## src/hdl/dsts_pkg.sv

```systemverilog
// ---------------------------------------------------------------------------
// dsts_pkg
// Shared types, constants and helper functions of the duration parser.
// ---------------------------------------------------------------------------
package dsts_pkg;

    localparam int NUMBER_BITS = 32;
    localparam int UNIT_BITS   = 25;
    localparam int SUM_BITS    = 63;
    localparam int PROD_BITS   = NUMBER_BITS + UNIT_BITS;
    localparam int WIDE_BITS   = (PROD_BITS > SUM_BITS + 1) ? PROD_BITS : SUM_BITS + 1;

    localparam logic [SUM_BITS-1:0] SUM_MAX = '1;

    localparam int QUEUE_DEPTH = 4;
    localparam int QPTR_BITS   = $clog2(QUEUE_DEPTH);
    localparam int QCNT_BITS   = $clog2(QUEUE_DEPTH + 1);

    localparam logic [UNIT_BITS-1:0] SEC_ONE    = UNIT_BITS'(1);
    localparam logic [UNIT_BITS-1:0] SEC_MINUTE = UNIT_BITS'(60);
    localparam logic [UNIT_BITS-1:0] SEC_HOUR   = UNIT_BITS'(60 * 60);
    localparam logic [UNIT_BITS-1:0] SEC_DAY    = UNIT_BITS'(24 * 60 * 60);
    localparam logic [UNIT_BITS-1:0] SEC_WEEK   = UNIT_BITS'(7 * 24 * 60 * 60);
    localparam logic [UNIT_BITS-1:0] SEC_MONTH  = UNIT_BITS'(30 * 24 * 60 * 60);
    localparam logic [UNIT_BITS-1:0] SEC_YEAR   = UNIT_BITS'(365 * 24 * 60 * 60);

    // ASCII codes
    localparam logic [7:0] CH_ZERO  = 8'h30;
    localparam logic [7:0] CH_NINE  = 8'h39;
    localparam logic [7:0] CH_SPACE = 8'h20;
    localparam logic [7:0] CH_CASE  = 8'h20;
    localparam logic [7:0] CH_P     = 8'h50;
    localparam logic [7:0] CH_T     = 8'h54;
    localparam logic [7:0] CH_Y     = 8'h59;
    localparam logic [7:0] CH_W     = 8'h57;
    localparam logic [7:0] CH_D     = 8'h44;
    localparam logic [7:0] CH_H     = 8'h48;
    localparam logic [7:0] CH_M     = 8'h4D;
    localparam logic [7:0] CH_S     = 8'h53;
    localparam logic [7:0] CH_LOW_W = 8'h77;
    localparam logic [7:0] CH_LOW_D = 8'h64;
    localparam logic [7:0] CH_LOW_H = 8'h68;
    localparam logic [7:0] CH_LOW_M = 8'h6D;
    localparam logic [7:0] CH_LOW_S = 8'h73;

    typedef enum logic [2:0] {
        UNIT_SEC,
        UNIT_MIN,
        UNIT_HOUR,
        UNIT_DAY,
        UNIT_WEEK,
        UNIT_MONTH,
        UNIT_YEAR
    } unit_t;

    // One queued operation: an optional unit product to add, end of string and error.
    typedef struct packed {
        logic                   do_add;
        unit_t                  unit;
        logic [NUMBER_BITS-1:0] number;
        logic                   last;
        logic                   failed;
    } dsts_op_t;

    // Decimal accumulate, saturating at all ones.
    function automatic logic [NUMBER_BITS-1:0] acc_digit(
        input logic [NUMBER_BITS-1:0] value,
        input logic [3:0]             digit
    );
        logic [NUMBER_BITS+3:0] t;
        t = ({4'b0, value} << 3) + ({4'b0, value} << 1) + (NUMBER_BITS + 4)'(digit);
        if (t[NUMBER_BITS+3:NUMBER_BITS] != 4'b0)
            return '1;
        return t[NUMBER_BITS-1:0];
    endfunction

    function automatic logic [UNIT_BITS-1:0] unit_seconds(input unit_t unit);
        logic [UNIT_BITS-1:0] s;
        unique case (unit)
            UNIT_SEC:   s = SEC_ONE;
            UNIT_MIN:   s = SEC_MINUTE;
            UNIT_HOUR:  s = SEC_HOUR;
            UNIT_DAY:   s = SEC_DAY;
            UNIT_WEEK:  s = SEC_WEEK;
            UNIT_MONTH: s = SEC_MONTH;
            UNIT_YEAR:  s = SEC_YEAR;
            default:    s = SEC_ONE;
        endcase
        return s;
    endfunction

endpackage

```

## src/hdl/duration_string_to_seconds_core.sv

```systemverilog
// ---------------------------------------------------------------------------
// duration_string_to_seconds_core
// Streaming parser of duration strings into a saturating count of seconds.
// ---------------------------------------------------------------------------
// Feed the string one character per word on the slave side and flag its final
// character with s_tlast. A leading 'P' selects ISO form (Y, W, D, H, M, S
// units; M is 30 days until a 'T' or a W/D/H/M unit, minutes after that);
// anything else selects free form (w, d, h, m, s in either case, space ends a
// number, trailing digits count as seconds). One result word follows every
// string: the total in seconds on m_tdata, saturating at 2^63-1, and an error
// flag on m_tuser, with the total forced to zero on error. The block takes one
// character every cycle while the queue has room, with no gap between strings;
// the front classifier decodes each character combinationally and hands number
// and unit operations to the back end through a four-entry queue. The back end
// registers the unit product, then adds it into the running sum, one operation
// per cycle unless a held result word blocks the end of a string; the result
// register takes the total as the last operation leaves the product register.
// The input stalls only when the queue fills behind a held result word.
// ---------------------------------------------------------------------------
module duration_string_to_seconds_core
    import dsts_pkg::*;
(
    input  logic        clk,
    input  logic        rst_n,
    input  logic        s_tvalid,
    output logic        s_tready,
    input  logic [7:0]  s_tdata,    // [7:0] character
    input  logic        s_tlast,    // last_char
    output logic        m_tvalid,
    input  logic        m_tready,
    output logic [63:0] m_tdata,    // [62:0] total_seconds, [63] zero
    output logic        m_tuser     // parse_error
);

    logic                q_full;
    logic                q_push;
    dsts_op_t            q_push_op;
    logic                q_pop;
    logic                q_not_empty;
    dsts_op_t            q_head_op;
    logic [SUM_BITS-1:0] total;

    // Classify characters and track the number and mode.
    dsts_front u_front (
        .clk        (clk),
        .rst_n      (rst_n),
        .in_valid   (s_tvalid),
        .in_ready   (s_tready),
        .in_char    (s_tdata),
        .in_last    (s_tlast),
        .queue_full (q_full),
        .push       (q_push),
        .push_op    (q_push_op)
    );

    // Decouple the front from result backpressure.
    dsts_queue u_queue (
        .clk       (clk),
        .rst_n     (rst_n),
        .push      (q_push),
        .push_op   (q_push_op),
        .full      (q_full),
        .pop       (q_pop),
        .not_empty (q_not_empty),
        .head_op   (q_head_op)
    );

    // Multiply, accumulate and hold the result word.
    dsts_back u_back (
        .clk       (clk),
        .rst_n     (rst_n),
        .op_valid  (q_not_empty),
        .op        (q_head_op),
        .op_pop    (q_pop),
        .res_valid (m_tvalid),
        .res_ready (m_tready),
        .res_total (total),
        .res_error (m_tuser)
    );

    assign m_tdata = {1'b0, total};

endmodule

```

## src/hdl/dsts_front.sv

```systemverilog
// ---------------------------------------------------------------------------
// dsts_front
// Character classifier: tracks the number being typed and the parse mode,
// and issues an operation whenever a unit closes a number or a string ends.
// ---------------------------------------------------------------------------
module dsts_front
    import dsts_pkg::*;
(
    input  logic       clk,
    input  logic       rst_n,
    input  logic       in_valid,
    output logic       in_ready,
    input  logic [7:0] in_char,
    input  logic       in_last,
    input  logic       queue_full,
    output logic       push,
    output dsts_op_t   push_op
);

    logic                   at_first_reg, at_first_next;
    logic                   iso_reg, iso_next;
    logic                   minute_reg, minute_next;
    logic                   pending_reg, pending_next;
    logic                   frozen_reg, frozen_next;
    logic                   failed_reg, failed_next;
    logic [NUMBER_BITS-1:0] number_reg, number_next;

    logic                   accept;
    logic                   is_digit;
    logic [3:0]             digit;
    logic [7:0]             lower;
    logic                   use_free;
    logic                   use_iso;
    logic                   add;
    unit_t                  add_unit;
    logic                   frz;
    logic [NUMBER_BITS-1:0] base;
    logic                   emit;
    dsts_op_t               op;

    assign in_ready = !queue_full;
    assign accept   = in_valid && in_ready;

    always_comb
    begin
        at_first_next = at_first_reg;
        iso_next      = iso_reg;
        minute_next   = minute_reg;
        pending_next  = pending_reg;
        frozen_next   = frozen_reg;
        failed_next   = failed_reg;
        number_next   = number_reg;
        op            = '0;
        op.unit       = UNIT_SEC;
        emit          = 1'b0;
        add           = 1'b0;
        add_unit      = UNIT_SEC;
        use_free      = 1'b0;
        use_iso       = 1'b0;
        is_digit      = (in_char >= CH_ZERO) && (in_char <= CH_NINE);
        digit         = 4'(in_char - CH_ZERO);
        lower         = in_char | CH_CASE;
        frz           = pending_reg && frozen_reg;
        base          = pending_reg ? number_reg : '0;

        if (at_first_reg)
        begin
            at_first_next = 1'b0;
            if (in_char == CH_P)
                iso_next = 1'b1;
            else
                use_free = 1'b1;
        end
        else if (!failed_reg)
        begin
            if (iso_reg)
                use_iso = 1'b1;
            else
                use_free = 1'b1;
        end

        if (use_free)
        begin
            if (is_digit)
            begin
                pending_next = 1'b1;
                frozen_next  = frz;
                if (!frz)
                    number_next = acc_digit(base, digit);
            end
            else if (pending_reg)
            begin
                if (in_char == CH_SPACE)
                    frozen_next = 1'b1;
                else
                begin
                    unique case (lower)
                        CH_LOW_W:
                        begin
                            add      = 1'b1;
                            add_unit = UNIT_WEEK;
                        end
                        CH_LOW_D:
                        begin
                            add      = 1'b1;
                            add_unit = UNIT_DAY;
                        end
                        CH_LOW_H:
                        begin
                            add      = 1'b1;
                            add_unit = UNIT_HOUR;
                        end
                        CH_LOW_M:
                        begin
                            add      = 1'b1;
                            add_unit = UNIT_MIN;
                        end
                        CH_LOW_S:
                        begin
                            add      = 1'b1;
                            add_unit = UNIT_SEC;
                        end
                        default: failed_next = 1'b1;
                    endcase
                end
            end
        end

        if (use_iso)
        begin
            if (is_digit)
            begin
                pending_next = 1'b1;
                number_next  = acc_digit(number_reg, digit);
            end
            else if (!pending_reg)
            begin
                if (in_char == CH_T)
                    minute_next = 1'b1;
                else
                    failed_next = 1'b1;
            end
            else
            begin
                unique case (in_char)
                    CH_Y:
                    begin
                        add      = 1'b1;
                        add_unit = UNIT_YEAR;
                    end
                    CH_W:
                    begin
                        add         = 1'b1;
                        add_unit    = UNIT_WEEK;
                        minute_next = 1'b1;
                    end
                    CH_D:
                    begin
                        add         = 1'b1;
                        add_unit    = UNIT_DAY;
                        minute_next = 1'b1;
                    end
                    CH_H:
                    begin
                        add         = 1'b1;
                        add_unit    = UNIT_HOUR;
                        minute_next = 1'b1;
                    end
                    CH_M:
                    begin
                        add         = 1'b1;
                        add_unit    = minute_reg ? UNIT_MIN : UNIT_MONTH;
                        minute_next = 1'b1;
                    end
                    CH_S:
                    begin
                        add      = 1'b1;
                        add_unit = UNIT_SEC;
                    end
                    default: failed_next = 1'b1;
                endcase
            end
        end

        // Unit consumes the pending number.
        if (add)
        begin
            emit         = 1'b1;
            op.do_add    = 1'b1;
            op.unit      = add_unit;
            op.number    = number_reg;
            pending_next = 1'b0;
            frozen_next  = 1'b0;
            number_next  = '0;
        end

        // End of string: flush trailing digits (an error in ISO form), then return to reset state.
        if (in_last)
        begin
            if (!failed_next && pending_next)
            begin
                if (iso_next)
                    failed_next = 1'b1;
                else
                begin
                    op.do_add = 1'b1;
                    op.unit   = UNIT_SEC;
                    op.number = number_next;
                end
            end
            emit          = 1'b1;
            op.last       = 1'b1;
            op.failed     = failed_next;
            at_first_next = 1'b1;
            iso_next      = 1'b0;
            minute_next   = 1'b0;
            pending_next  = 1'b0;
            frozen_next   = 1'b0;
            failed_next   = 1'b0;
            number_next   = '0;
        end
    end

    assign push    = accept && emit;
    assign push_op = op;

    always_ff @(posedge clk or negedge rst_n)
    begin
        if (!rst_n)
        begin
            at_first_reg <= 1'b1;
            iso_reg      <= 1'b0;
            minute_reg   <= 1'b0;
            pending_reg  <= 1'b0;
            frozen_reg   <= 1'b0;
            failed_reg   <= 1'b0;
            number_reg   <= '0;
        end
        else if (accept)
        begin
            at_first_reg <= at_first_next;
            iso_reg      <= iso_next;
            minute_reg   <= minute_next;
            pending_reg  <= pending_next;
            frozen_reg   <= frozen_next;
            failed_reg   <= failed_next;
            number_reg   <= number_next;
        end
    end

endmodule

```

## src/hdl/dsts_queue.sv

```systemverilog
// ---------------------------------------------------------------------------
// dsts_queue
// Small register queue of operations between front and back.
// ---------------------------------------------------------------------------
module dsts_queue
    import dsts_pkg::*;
(
    input  logic     clk,
    input  logic     rst_n,
    input  logic     push,
    input  dsts_op_t push_op,
    output logic     full,
    input  logic     pop,
    output logic     not_empty,
    output dsts_op_t head_op
);

    dsts_op_t             slot_reg [QUEUE_DEPTH];
    logic [QPTR_BITS-1:0] wr_ptr_reg, wr_ptr_next;
    logic [QPTR_BITS-1:0] rd_ptr_reg, rd_ptr_next;
    logic [QCNT_BITS-1:0] count_reg, count_next;
    logic                 do_push;
    logic                 do_pop;

    assign full      = (count_reg == QCNT_BITS'(QUEUE_DEPTH));
    assign not_empty = (count_reg != '0);
    assign head_op   = slot_reg[rd_ptr_reg];
    assign do_push   = push && !full;
    assign do_pop    = pop && not_empty;

    always_comb
    begin
        wr_ptr_next = do_push ? wr_ptr_reg + QPTR_BITS'(1) : wr_ptr_reg;
        rd_ptr_next = do_pop ? rd_ptr_reg + QPTR_BITS'(1) : rd_ptr_reg;
        count_next  = count_reg + QCNT_BITS'(do_push) - QCNT_BITS'(do_pop);
    end

    always_ff @(posedge clk)
    begin
        if (do_push)
            slot_reg[wr_ptr_reg] <= push_op;
    end

    always_ff @(posedge clk or negedge rst_n)
    begin
        if (!rst_n)
        begin
            wr_ptr_reg <= '0;
            rd_ptr_reg <= '0;
            count_reg  <= '0;
        end
        else
        begin
            wr_ptr_reg <= wr_ptr_next;
            rd_ptr_reg <= rd_ptr_next;
            count_reg  <= count_next;
        end
    end

endmodule

```

## src/hdl/dsts_back.sv

```systemverilog
// ---------------------------------------------------------------------------
// dsts_back
// Multiply stage and saturating accumulator; drives the result register.
// ---------------------------------------------------------------------------
module dsts_back
    import dsts_pkg::*;
(
    input  logic                clk,
    input  logic                rst_n,
    input  logic                op_valid,
    input  dsts_op_t            op,
    output logic                op_pop,
    output logic                res_valid,
    input  logic                res_ready,
    output logic [SUM_BITS-1:0] res_total,
    output logic                res_error
);

    logic                m_valid_reg, m_valid_next;
    logic [SUM_BITS-1:0] m_prod_reg;
    logic                m_last_reg;
    logic                m_failed_reg;
    logic [SUM_BITS-1:0] sum_reg, sum_next;
    logic                out_valid_reg, out_valid_next;
    logic [SUM_BITS-1:0] out_total_reg;
    logic                out_error_reg;

    logic [WIDE_BITS-1:0] prod_wide;
    logic [SUM_BITS-1:0]  prod_sat;
    logic [SUM_BITS:0]    sum_wide;
    logic [SUM_BITS-1:0]  sum_sat;
    logic                 out_free;
    logic                 m_advance;
    logic                 m_load;

    assign prod_wide = WIDE_BITS'(op.number) * WIDE_BITS'(unit_seconds(op.unit));
    always_comb
    begin
        if (!op.do_add)
            prod_sat = '0;
        else if (prod_wide > WIDE_BITS'(SUM_MAX))
            prod_sat = SUM_MAX;
        else
            prod_sat = prod_wide[SUM_BITS-1:0];
    end

    assign sum_wide  = {1'b0, sum_reg} + {1'b0, m_prod_reg};
    assign sum_sat   = sum_wide[SUM_BITS] ? SUM_MAX : sum_wide[SUM_BITS-1:0];

    assign out_free  = !out_valid_reg || res_ready;
    assign m_advance = m_valid_reg && (!m_last_reg || out_free);
    assign m_load    = !m_valid_reg || m_advance;
    assign op_pop    = op_valid && m_load;

    always_comb
    begin
        m_valid_next   = m_load ? op_valid : m_valid_reg;
        sum_next       = sum_reg;
        out_valid_next = out_valid_reg && !res_ready;
        if (m_advance)
        begin
            if (m_last_reg)
            begin
                sum_next       = '0;
                out_valid_next = 1'b1;
            end
            else
                sum_next = sum_sat;
        end
    end

    always_ff @(posedge clk)
    begin
        if (op_pop)
        begin
            m_prod_reg   <= prod_sat;
            m_last_reg   <= op.last;
            m_failed_reg <= op.failed;
        end
        if (m_advance && m_last_reg)
        begin
            out_total_reg <= m_failed_reg ? '0 : sum_sat;
            out_error_reg <= m_failed_reg;
        end
    end

    always_ff @(posedge clk or negedge rst_n)
    begin
        if (!rst_n)
        begin
            m_valid_reg   <= 1'b0;
            sum_reg       <= '0;
            out_valid_reg <= 1'b0;
        end
        else
        begin
            m_valid_reg   <= m_valid_next;
            sum_reg       <= sum_next;
            out_valid_reg <= out_valid_next;
        end
    end

    assign res_valid = out_valid_reg;
    assign res_total = out_total_reg;
    assign res_error = out_error_reg;

endmodule

```

## config.mk

```make
export PLATFORM = sky130hd
export DESIGN_NAME = duration_string_to_seconds_core
export DESIGN_NICKNAME = d
export VERILOG_FILES = /design/src/hdl/dsts_pkg.sv /design/src/hdl/duration_string_to_seconds_core.sv /design/src/hdl/dsts_front.sv /design/src/hdl/dsts_queue.sv /design/src/hdl/dsts_back.sv
export SDC_FILE = /design/constraint.sdc
export NUM_CORES = 2
export LEC_CHECK = 0
export BUFFER_PORTS_ARGS = -buffer_cell sky130_fd_sc_hd__buf_2
export CORE_ASPECT_RATIO = 1.75
export CORE_UTILIZATION = 60
export DETAILED_ROUTE_END_ITERATION = 8
export GPL_TIMING_DRIVEN = 0
export PLACE_DENSITY = 0.88
export SYNTH_ARGS = -nofsm -noshare
export SYNTH_HDL_FRONTEND = slang
export SYNTH_HIERARCHICAL = 1
export SYNTH_SLANG_ARGS = --single-unit
```

## constraint.sdc

```tcl
create_clock -name clk -period 8.7 [get_ports clk]
set_input_delay 0.435 -clock clk [delete_from_list [all_inputs] [get_ports clk]]
set_output_delay 0.435 -clock clk [all_outputs]
set_load 0.05 [all_outputs]
```

==> results.cfg <==
[finish]
largest_register_ffs = 152
fin_util = 0.666
design_area_um2 = 52400
nets = 6185
drive_gt1_frac = 0.107
area_delta_synth_final_pct = 9.67

[synthesis]
synth_area_leaders = fa_1 25%, edfxtp_1 17%, ha_1 12%, inv_1 6.8%, dfrtp_1 5.7%
seq_area_frac_synth = 0.231
synth_top_area_share = 0.251
syn_inst = 4929
synth_ff_type = edfxtp_1
yosysWarnings = 6
synth_most_common_cell = inv_1
syn-num-nets = 6009
synth_cell_type_count = 104
ys_top_cells_by_count = 869 x inv_1, 598 x fa_1, 469 x ha_1
synth_top_area_cell = fa_1
ys_async_sr_fraction = 0.286
netlist_area_um2 = 47700
synth-edff-count = 275
synth_seq_cells = 385
post_synth.cell_area_avg_um2 = 9.68

[global_route]
grt_first_pass_wirelength_um = 222000
grt_overflow_total = 0
grt_pass1_vias = 40168
antenna_found_initial = 3
grt_usage = 0.365
grt_max_degree = 67

[routing]
ant_nets = 0
first_iter_violations = 2593
first_pass_iters = 6
viasPerCell = 6.05
drt-wirelength-per-cell_um = 23.8
via_count = 37369
route.detailed.drc = 0
totalWireLength_um = 147000

[die]
coreArea_um2 = 78600
dieArea_um2 = 80700
die_w_um = 215
start_util = 0.607
io_pins = 80
rows = 136
die_h_um = 375

[placement]
io_buffers = 78
pre_cts_ws_ps = -2420
hpwl_um = 120000
place_area_um2 = 49600
gp_congestion = 1.07

[critical_path]
path_common_cell = fa_1
critical_path.max_fanout = 9
cp.arrival_ps = 9060
cp.required_ps = 9040
crit_type = flip-flop to flip-flop
slowest_delay_ps = 610
worstSetupStartpointType = flip-flop
crit_path_end_kind = flip-flop
cpMaxStageDelayCell = fa_1

[cts]
path_clk_slew_ps = 70
cts.path.max_buffers = 3
cts_tree = yes
h-tree-depth = 2
worstSkewPairLatency_ps = 600
cts_sinks = 385
root_buffer = clkbuf_16
cts_buffers = 38

[sta]
fin_crit_sh = 1.00
tightest_slew_ps = 1300
slew_violations = 0
worst_slack_ps = -21.5
finalHoldViolations = 0
rsz0062_at_grt = yes
fin_skew_ps = 17.4
tns_ps = -32.8
min_period_ps = 8720
relSlewSlack = 0.132
setup_violations = 3
fmax_mhz = 115

[status]
violations = setup timing
status = finished, violations left

[worst_hold_path]
worst_hold_path_type = input port to flip-flop

[flow_run]
cap_violations = 0
path summary, 6_finish.rpt:
check	from	end	slack (ps)	cells past startpoint
setup / recovery	u_queue/rd_ptr_reg[0]	u_back/m_prod_reg[52]	-20	30
setup reg to reg	u_queue/rd_ptr_reg[0]	u_back/m_prod_reg[52]	-20	30
max in group asynchronous	rst_n	u_front/number_reg[8]	7510	3
hold / removal	m_tready	u_back/res_valid	50	2
min in group asynchronous	rst_n	u_back/sum_reg[58]	410	2
hold reg to reg	u_back/sum_reg[11]	u_back/sum_reg[11]	490	2
critical path: cells and delay by family (launching register included):
kind	cells	cell delay, ps
flip-flops	1	340
adder cells (fa/ha/maj)	8	3740
XOR/XNOR	1	160
multiplexers	1	540
AND/OR/NAND/NOR	7	1570
AO/OA/AOI/OAI	7	1310
buffers and inverters	6	790
layout make-up:
| class | count | area, um^2 |
|---|---|---|
| diodes | 7 | 17.5 |
| plain buffers | 199 | 1070 |
| clock buffers | 45 | 997 |
| clock inverters | 25 | 424 |
| fillers | 6008 | 26300 |
| inverters | 872 | 3280 |
| multi-input cells | 3463 | 33200 |
| flip-flops and latches | 385 | 11000 |
| well taps | 1035 | 1290 |
| repair buffers | 146 | 1050 |
stage by stage:
step / hold slack (ps) / instances
after floorplan: 139 / 4929
after global placement: 467 / 6042
after detailed placement: 476 / 6050
after CTS: 29.7 / 6131
after global routing: 52.0 / 6175
final: 45.2 / 6177
routing by layer:
metal	vias up	GRT usage	wire length, um
met4	0	0.352	17800
met1	18267	0.336	45000
met5	-	0	0
met3	754	0.0514	7480
met2	1718	0.675	76700
li1	16630	-	-
cell families after synthesis:
group / after synthesis / synth area share
muxes: 43 / 0.0190
xor gates and xnor gates: 163 / 0.0299
AOI/OAI and AO/OA: 871 / 0.119
adders and majority gates: 1067 / 0.374
other: 1 / 0.0000786
buffers and inverters: 1081 / 0.0887
and+or+nand+nor: 1318 / 0.139
DFF: 385 / 0.231
layout by cell type, fill, tap and decap left out, types with 99 or more instances in the layout:
cell and instances:
and2_1 305, fa_1 587, a21oi_1 236, o21ai_0 139, edfxtp_1 275, dfrtp_1 108
buf_2 99, inv_1 862, nor2_1 295, nand2_1 335, clkbuf_1 122, ha_1 451
timing repair:
item,in CTS,in global routing
resized for setup,129,151
setup endpoints to repair,45,29
endpoints found under the hold margin,65,0
hold buffers,1,0
gates cloned,0,1
buffers inserted,17,41
pin swaps,19,75
Power is left out: the tool's default activity adds up to more than one toggle a clock period on the data nets, which glitch-free logic cannot reach.
